===== config.mk =====
export PLATFORM = sky130hd
export DESIGN_NAME = qndt_mul
export DESIGN_NICKNAME = d
export VERILOG_FILES = /design/src/rtl/qndt_pkg.sv /design/src/rtl/qndt_mul.sv
export SDC_FILE = /design/constraint.sdc
export NUM_CORES = 1
export LEC_CHECK = 0
export BUFFER_PORTS_ARGS = -buffer_cell sky130_fd_sc_hd__buf_2
export CORE_MARGIN = 3
export CORE_UTILIZATION = 40
export DETAILED_ROUTE_END_ITERATION = 7
export PLACE_DENSITY = 0.61
export SETUP_SLACK_MARGIN = 0.3
export SYNTH_ARGS = -nofsm -noshare
export SYNTH_HDL_FRONTEND = slang
export SYNTH_SLANG_ARGS = --single-unit

===== constraint.sdc =====
create_clock -name i_clk -period 14.3 [get_ports i_clk]
set_clock_uncertainty 0.2 [all_clocks]
set_input_delay 0.715 -clock i_clk [delete_from_list [all_inputs] [get_ports i_clk]]
set_output_delay 0.715 -clock i_clk [all_outputs]
set_load 0.1 [all_outputs]

===== src/rtl/qndt_pkg.sv =====
// Shared types and constants for the quartic negative definite test unit.
package qndt_pkg;

    // Limb width of the partial-product multipliers (33x33 signed cells).
    localparam int LIMB_W = 32;

    typedef enum logic [1:0] {
        MODE_ALL = 2'd0,
        MODE_POS = 2'd1,
        MODE_NEG = 2'd2
    } t_mode;

    // Stage enables of one pipelined multiplier.
    typedef struct packed {
        logic pp;
        logic row;
        logic sum;
    } t_mul_en;

endpackage


===== src/rtl/qndt_mul.sv =====
// Three-stage pipelined signed multiplier built from limb partial products.
module qndt_mul #(
    parameter int AW = 16,
    parameter int BW = 16
) (
    input  logic                       i_clk,
    input  qndt_pkg::t_mul_en          i_en,
    input  logic signed [AW-1:0]       i_a,
    input  logic signed [BW-1:0]       i_b,
    output logic signed [AW+BW-1:0]    o_p
);
    import qndt_pkg::*;

    localparam int NA  = (AW + LIMB_W - 1) / LIMB_W;
    localparam int NB  = (BW + LIMB_W - 1) / LIMB_W;
    localparam int AX  = NA * LIMB_W;
    localparam int BX  = NB * LIMB_W;
    localparam int PW  = AW + BW;
    localparam int SW  = AX + BX + 2;
    localparam int LW  = LIMB_W + 1;
    localparam int PPW = 2 * LW;

    logic signed [AX-1:0]  a_x;
    logic signed [BX-1:0]  b_x;
    logic signed [LW-1:0]  a_l [NA];
    logic signed [LW-1:0]  b_l [NB];
    logic signed [PPW-1:0] n_pp [NA][NB];
    logic signed [PPW-1:0] r_pp [NA][NB];
    logic signed [SW-1:0]  n_row [NA];
    logic signed [SW-1:0]  r_row [NA];
    logic signed [SW-1:0]  n_sum;
    logic signed [SW-1:0]  r_sum;

    assign a_x = AX'(i_a);
    assign b_x = BX'(i_b);

    // low limbs unsigned, top limb carries the sign
    always_comb begin
        for (int i = 0; i < NA; i++) begin
            if (i == NA - 1) begin
                a_l[i] = {a_x[AX-1], a_x[i*LIMB_W +: LIMB_W]};
            end else begin
                a_l[i] = {1'b0, a_x[i*LIMB_W +: LIMB_W]};
            end
        end
        for (int j = 0; j < NB; j++) begin
            if (j == NB - 1) begin
                b_l[j] = {b_x[BX-1], b_x[j*LIMB_W +: LIMB_W]};
            end else begin
                b_l[j] = {1'b0, b_x[j*LIMB_W +: LIMB_W]};
            end
        end
        for (int i = 0; i < NA; i++) begin
            for (int j = 0; j < NB; j++) begin
                n_pp[i][j] = a_l[i] * b_l[j];
            end
        end
    end

    always_comb begin
        for (int i = 0; i < NA; i++) begin
            n_row[i] = '0;
            for (int j = 0; j < NB; j++) begin
                n_row[i] = n_row[i] + (SW'(r_pp[i][j]) <<< (j * LIMB_W));
            end
        end
    end

    always_comb begin
        n_sum = '0;
        for (int i = 0; i < NA; i++) begin
            n_sum = n_sum + (r_row[i] <<< (i * LIMB_W));
        end
    end

    always_ff @(posedge i_clk) begin
        if (i_en.pp) begin
            r_pp <= n_pp;
        end
        if (i_en.row) begin
            r_row <= n_row;
        end
        if (i_en.sum) begin
            r_sum <= n_sum;
        end
    end

    assign o_p = PW'(r_sum);

endmodule


# Word-level counts from Yosys, hierarchy flattened
# Index checks and enable logic that the tools add are counted.
[classes]
mul = 1
[ops]
columns = ["op", "n"]
rows = [
  ["16-bit by 16-bit multiplier with 32-bit output", 1],
]
[word_totals]
word_cells = 4
regBits = 96
output_inout_bits = 32
in_bits = 36

# Logic depth before layout (Yosys ltp)
# Gate-level depths: netlist of the first run.
[depth]
word_depth = 1
mapped_depth = 21
depth_no_buf = 20

# Worst setup path after synthesis of the first run
# OpenSTA, ideal clock, no wires.
[synth_path]
path_type = "input-to-reg"
from = "input port i_a[15]"
to = "register r_pp[30] in the netlist's numbering (data pin)"
n_path_buf = 1
required_time_ps = 13839
slack_ps = 7929
setup_time_ps = 261
t_arrival_ps = 5910
cell_stages = 18
path_cell_list = "clkbuf_1 -> nand2_1 -> inv_1 -> fa_1 -> fa_1 -> fa_1 -> fa_1 -> fa_1 -> inv_1 -> fa_1 -> inv_1 -> ha_1 -> nand4_1 -> nor2_1 -> o2111ai_2 -> a21o_1 -> and3_1 -> a311o_1"
[synth_rtl]
columns = ["item", "line_no", "rtl"]
rows = [
  ["start, declared", "qndt_mul.sv:8", "input logic signed [AW-1:0] i_a,"],
  ["end signal, assigned", "qndt_mul.sv:78", "r_pp <= n_pp;"],
  ["end, declared", "qndt_mul.sv:28", "logic signed [PPW-1:0] r_pp [NA][NB];"],
]

==> metrics.md, run 1 <==
| Metric | Value |
|---|---|
| Leading area contributor after synthesis | `fa_1` |
| Gate Count Post-Synth | `1,185` |
| Simple-gate portion of the synthesized area | `12.03%` |
| Cell types occupying the most area after synthesis | `fa_1 (41%), edfxtp_1 (23%), inv_1 (8.7%), ha_1 (8.0%), and2_1 (6.0%)` |
| Crit-path max cell delay | `0.84 ns` |
| Min-delay worst type | `flip-flop to flip-flop` |
| Adder-Cell Fraction of Synth Area | `49.09%` |
| FF-to-FF setup slack | `13.43 ns` |
| Register bit count reported by yosys | `96` |
| Critical path class | `input pin to flip-flop` |
| Fraction of layout cells with a size suffix above 1 | `8.016%` |
| GP Congestion | `0.8368` |
| I/O pin total | `68` |
| Clk buf depth | `2` |
| Critical R2R Capture | `r_sum[13]$_DFFE_PP_` |
| Mapped Area | `12,770 µm²` |
| Initial Utilization | `41.11%` |
| Final hold vios | `0` |
| Setup crit end kind | `flip-flop` |
| Crit path top cell by count | `fa_1` |
| Detailed placement HPWL | `21,560 µm` |
| Final core utilization | `44.41%` |
| Post-synthesis cell type count | `51` |
| Least-Margin Pin Slew | `0.7560 ns` |
| Number of flops mapped to enable cells by yosys | `96` |
| Wire per inst | `15.89 µm` |
| Reg-to-Reg Start | `r_row[13]$_DFFE_PP_` |
| Die Span Y | `184.7 µm` |
| Vias per cell | `4.932` |
| NumNets Final | `1,610` |
| Root Buffer Master | `clkbuf_16` |
| Row count | `64` |
| Die area | `34,110 µm²` |
| Antenna diodes | `0` |
| Fill count | `2,983` |
| Ys async rst share | `0%` |
| WP data arrival | `6.39 ns` |
| Largest net degree at the start of global routing | `33` |
| Hold path cells | `0` |
| Post_cts resized | `0` |
| First-pass GRT wire length | `43,520 µm` |
| Initial drt markers | `435` |
| Synth Area in Compound Gates | `4.545%` |
| CP Launch Type | `input pin` |
| Vias after detailed routing | `8,044` |
| Largest family of logic cells by synthesized area | `adder cells` |
| Remaining DRCs | `0` |
| XOR/XNOR Fraction of Synth Area | `2.126%` |
| RSZ-0062 raised after global routing | `false` |
| Pre-antenna DRT Iters | `5` |
| Worst-path maximum fanout | `16` |
| Syn Area/Cell | `10.78 µm²` |
| Final-report setup violation count | `0` |
| Setup TNS | `0 ns` |
| Post-CTS Hold Fix Bufs | `0` |
| # Post-CTS Setup Buffers | `0` |
| Post-Syn Nets | `1,565` |
| Synth top cells by count | `inv_1 (295), fa_1 (262), nand2_1 (128), and2_1 (123), edfxtp_1 (96)` |
| GRT Overall Usage | `16.17%` |
| CTS tree | `done` |
| Primary FF master, synth | `edfxtp_1` |
| Vias in the first global route | `8,749` |
| H-Tree Level Count | `3` |
| Slowest stage cell, crit path | `fa_1` |
| Maxcap violations | `0` |
| Overflow after GRT | `0` |
| Leading cell type by number of instances after synthesis | `inv_1` |
| Fin. max-slew vios | `0` |
| Clock slew at reported path FFs | `0.06 ns` |
| Register area share after synthesis | `22.57%` |
| Yosys top cell area share | `41.06%` |
| CTS sink cnt | `96` |
| Routed wire length | `25,920 µm` |
| Run status | `finished clean` |
| Worst Min Path Start | `r_row[3]$_DFFE_PP_` |
| F_max | `153.7 MHz` |
| Mux cell area share after synthesis | `0%` |
| Worst reg2reg path depth | `0` |
| CP Cell Sequence | `buf_2 -> nand2_1 -> inv_1 -> fa_1 -> fa_1 -> fa_1 -> fa_1 -> fa_1 -> inv_1 -> fa_1 -> inv_1 -> ha_1 -> nand4_1 -> nor2_1 -> o2111ai_2 -> a21o_1 -> and3_1 -> a311o_1` |
| Antenna violations before repair | `0` |
| Final critical-path share of the clock period | `45.49%` |
| Cts bufs inserted | `9` |
| Slew headroom | `49.60%` |
| Clock Latency Late Sink | `0.33 ns` |
| Yosys warns | `0` |
| Min-Delay Endpoint | `r_sum[3]$_DFFE_PP_` |
| IO buf count | `67` |
| Final Critical Period | `6.505 ns` |
| Area Growth Syn to Fin | `8.032%` |
| Core area | `31,070 µm²` |
| Antenna Nets Post-Route | `0` |
| Die Wd | `184.7 µm` |
| Worst Path Required | `14.18 ns` |
[critical path: cells and delay by family]
family | cells | cell delay, ns
buffers and inverters | 4 | 0.53
AO/OA/AOI/OAI | 3 | 0.74
AND/OR/NAND/NOR | 4 | 0.66
adder cells (fa/ha/maj) | 7 | 3.74
[per-layer routing]
layer	GRT usage [%]	wire length, µm	part of all wire [%]	vias to the layer above
li1	-	-	-	3653
met1	20.75	10480	40	4176
met2	29.29	13780	53	180
met3	2.230	1176	4.5	35
met4	3.451	478	1.8	0
met5	0	0	0	-
[area by class of cell]
type	instances	area, µm²	share of cell area (%)
flip-flops and latches	96	2883	20.89
inverters	295	1107	8.024
clock inverters	7	93.84	0.6800
repair buffers	67	335.3	2.430
clock buffers	9	225.2	1.632
multi-input cells	761	8660	62.75
well taps	396	495.5	3.591
[state kept, by name (all words and copies together) (netlist names)]
name,count
r_sum,32
r_pp,32
r_row,32
[kinds of logic after synthesis]
group                      count (synthesis)
xor gates and xnor gates                  31
DFF                                       96
and+or+nand+nor                          306
AOI/OAI and AO/OA                         80
adders and majority gates                344
buffers and inverters                    328
[metrics by stage]
| stage | hold slack (ns) | area (µm²) | worst slack [ns] | std cells |
|---|---|---|---|---|
| 5_1_grt | 0.2268 | 13800 | 7.510 | 1631 |
| 4_1_cts | 0.2139 | 13800 | 7.813 | 1631 |
| 3_5_place_dp | 0.2045 | 13480 | 7.465 | 1615 |
| 3_3_place_gp | 0.2005 | 13480 | 7.607 | 1615 |
| 2_1_floorplan | 0.2003 | 12770 | 7.929 | 1185 |
| 6_report | 0.2142 | 13800 | 7.795 | 1631 |
[cells in the final DEF, fill, tap and decap left out, types with 2 or more instances in the layout]
cell type and n:
nor3_2 2, o21bai_1 7, a211oi_1 3, buf_2 67, clkbuf_16 9, and3_1 4, xor2_1 4, clkinv_2 2
a31oi_1 2, or2_2 2, edfxtp_1 96, nor4_1 2, nand3_1 2, o311ai_2 2, a21o_1 10, and2_1 123
o21ai_1 4, nand2_1 128, a21oi_1 19, fa_1 262, o21ai_0 9, o21a_1 4, nand2b_1 6, xnor2_1 27
bufinv_16 2, ha_1 82, nor3_1 7, clkinvlp_4 2, nor2_1 25, o2111ai_1 2, inv_1 295
[worst max path at each step]
stage	startpoint	end	slack [ns]	depth (start not counted)
2_1_floorplan	i_a[15]	r_pp[30]$_DFFE_PP_	7.93	18
3_3_place_gp	i_b[1]	r_pp[30]$_DFFE_PP_	7.61	18
3_5_place_dp	i_b[1]	r_pp[30]$_DFFE_PP_	7.46	18
4_1_cts	i_b[1]	r_pp[30]$_DFFE_PP_	7.81	18
5_1_grt	i_b[1]	r_pp[30]$_DFFE_PP_	7.51	18
6_report	i_b[1]	r_pp[30]$_DFFE_PP_	7.80	18
Power of run 1 is not shown: default switching activity piles up to over one toggle a cycle in this logic, so the estimate is an artifact.
==> run 2, diff against run 1 <==
ABC_AREA = 1   (was unset)
clock period = 6 ns   (was 14.3 ns; I/O delays follow)
==> metrics.md, run 2 <==
| Metric | Value |
|---|---|
| Post-CTS Hold Fix Bufs | `0` |
| Min-delay worst type | `flip-flop to flip-flop` |
| Remaining DRCs | `0` |
| Area Growth Syn to Fin | `8.490%` |
| Final Critical Period | `5.508 ns` |
| Initial drt markers | `495` |
| Wire per inst | `14.48 µm` |
| Family with the most delay on the worst path | `adder cells` |
| Final hold vios | `0` |
| Worst-path maximum fanout | `16` |
| Non-filler instance count after layout | `2,051` |
| RSZ-0062 raised after global routing | `false` |
| Routed wire length | `29,710 µm` |
| Final-report setup violation count | `0` |
| Placed cell count | `2,031` |
| Biggest regs | `r_pp: 32 flops, r_row: 32 flops, r_sum: 32 flops` |
| Mux cell area share after synthesis | `0%` |
| Buf+Inv Stages, Crit Path | `5` |
| Fraction of layout cells with a size suffix above 1 | `9.233%` |
| NumNets Final | `1,978` |
| Worst reg2reg path depth | `0` |
| Critical path class | `input pin to flip-flop` |
| Register area share after synthesis | `20.99%` |
| Setup crit end kind | `flip-flop` |
| Slowest stage cell, crit path | `fa_1` |
| Reg-to-Reg Start | `r_pp[20]$_DFFE_PP_` |
| Mapped Area | `13,730 µm²` |
| Largest net degree at the start of global routing | `33` |
| Post-Syn Nets | `1,942` |
| Antenna Nets Post-Route | `0` |
| Die Wd | `191.3 µm` |
| Most frequent cells in the layout | `inv_1 (474), nand2_1 (399), fa_1 (261), edfxtp_1 (96), ha_1 (78)` |
| Worst Path Required | `5.90 ns` |
| Leading cell type by number of instances after synthesis | `inv_1` |
| Number of flops mapped to enable cells by yosys | `96` |
| Pre-antenna DRT Iters | `5` |
| GP Congestion | `0.9068` |
| H-Tree Level Count | `3` |
| Pre-CTS setup slack | `-0.01092 ns` |
| GRT Overall Usage | `17.58%` |
| Least-Margin Pin Slew | `0.7761 ns` |
| Largest family of logic cells by synthesized area | `adder cells` |
| Clock Latency Late Sink | `0.34 ns` |
| Leading area contributor after synthesis | `fa_1` |
| FF-to-FF setup slack | `5.09 ns` |
| Clock slew at reported path FFs | `0.07 ns` |
| Cts bufs inserted | `9` |
| Vias after detailed routing | `9,558` |
| Syn Area/Cell | `8.793 µm²` |
| Die Span Y | `191.3 µm` |
| Clk buf depth | `2` |
| Final setup margin | `0.4922 ns` |
| Post-synthesis cell type count | `28` |
| Die area | `36,600 µm²` |
| Maxcap violations | `0` |
| XOR/XNOR Fraction of Synth Area | `1.148%` |
| Register bit count reported by yosys | `96` |
| IO buf count | `67` |
| Gate Count Post-Synth | `1,562` |
| Synth top cells by count | `inv_1 (474), nand2_1 (402), fa_1 (262), edfxtp_1 (96), ha_1 (82)` |
| Commonest non-fill, non-tap cell in the layout | `inv_1` |
| Antenna diodes | `0` |
| Overflow after GRT | `0` |
| WP data arrival | `5.41 ns` |
| Final critical-path share of the clock period | `91.80%` |
| Row count | `67` |
| Cell types occupying the most area after synthesis | `fa_1 (38%), edfxtp_1 (21%), inv_1 (13%), nand2_1 (11%), ha_1 (7.5%)` |
| Worst Min Path Start | `r_row[9]$_DFFE_PP_` |
| First-pass GRT wire length | `51,600 µm` |
| Min-Delay Endpoint | `r_sum[9]$_DFFE_PP_` |
| CP Cell Sequence | `clkbuf_4 -> nand2_1 -> inv_1 -> fa_2 -> fa_1 -> buf_4 -> inv_1 -> fa_1 -> inv_1 -> fa_1 -> fa_1 -> fa_1 -> ha_2 -> nand2_1 -> nor2_1 -> nand2_1 -> nor3_1 -> nand2_1 -> nand3_1 -> nand2_1` |
| Ys async rst share | `0%` |
| Hold path cells | `0` |
| Vias per cell | `4.660` |
| Fin. max-slew vios | `0` |
| Root Buffer Master | `clkbuf_16` |
| Initial Utilization | `40.76%` |
| Critical R2R Capture | `r_row[20]$_DFFE_PP_` |
| Yosys top cell area share | `38.19%` |
| Antenna violations before repair | `0` |
| I/O pin total | `68` |
| Setup TNS | `0 ns` |
| Vias in the first global route | `10,718` |
| CTS tree | `done` |
| Synth Area in Compound Gates | `1.530%` |
| Crit-path max cell delay | `0.57 ns` |
| CP Launch Type | `input pin` |
| Slew headroom | `48.26%` |
| Run status | `finished clean` |
| Primary FF master, synth | `edfxtp_1` |
| F_max | `181.6 MHz` |
| Simple-gate portion of the synthesized area | `15.94%` |
| CTS sink cnt | `96` |
| Yosys warns | `0` |
| Core area | `33,700 µm²` |
| Detailed placement HPWL | `25,340 µm` |
| Adder-Cell Fraction of Synth Area | `45.66%` |
## run 2: worst max-delay path by stage
stage | from | to | slack, ns | cells after the start
6_report | i_a[15] | r_pp[30]$_DFFE_PP_ | 0.49 | 20
5_1_grt | i_a[15] | r_pp[31]$_DFFE_PP_ | 0.29 | 22
4_1_cts | i_a[7] | r_pp[19]$_DFFE_PP_ | 0.35 | 22
3_5_place_dp | i_a[7] | r_pp[19]$_DFFE_PP_ | -0.01 | 22
3_3_place_gp | i_a[7] | r_pp[19]$_DFFE_PP_ | 0.03 | 22
2_1_floorplan | i_b[5] | r_pp[31]$_DFFE_PP_ | 0.34 | 22
## run 2: cell families after synthesis
kind of cell             after synthesis
buffers and inverters                539
AND/OR/NAND/NOR                      527
adder cells (fa/ha/maj)              344
flip-flops                            96
AO/OA/AOI/OAI                         38
XOR/XNOR                              18
## run 2: layer usage
metal | vias to the layer above | GRT usage [%] | share of wire (%)
met3 | 36 | 1.577 | 2.9
met4 | 0 | 3.641 | 1.7
met2 | 166 | 32.43 | 52
met1 | 4818 | 22.53 | 44
met5 | - | 0 | 0
li1 | 4538 | - | -
## run 2: cell type report
type / instances / area [µm²]
Sequential cell: 96 / 2883
Clock inverter: 7 / 72.57
Fill cell: 3325 / 18800
Inverter: 480 / 1802
Timing Repair Buffer: 84 / 488.0
Clock buffer: 9 / 225.2
Tap cell: 448 / 560.5
Multi-Input combinational cell: 927 / 8870
## run 2: repair_timing
item | CTS | global route
setup buffers | 0 | 4
resized for setup | 0 | 24
hold endpoints to repair | 0 | 0
endpoints found under the setup margin | 0 | 9
## run 2: stage by stage
| step | area [µm²] | hold slack [ns] | utilization [%] |
|---|---|---|---|
| finish | 14900 | 0.2182 | 44.22 |
| global route | 14900 | 0.2272 | 44.22 |
| CTS | 14800 | 0.2195 | 43.93 |
| detailed placement | 14510 | 0.2045 | 43.05 |
| global placement | 14510 | 0.2017 | 43.05 |
| floorplan | 13730 | 0.2003 | - |
Power of run 2 is left out for the same reason.
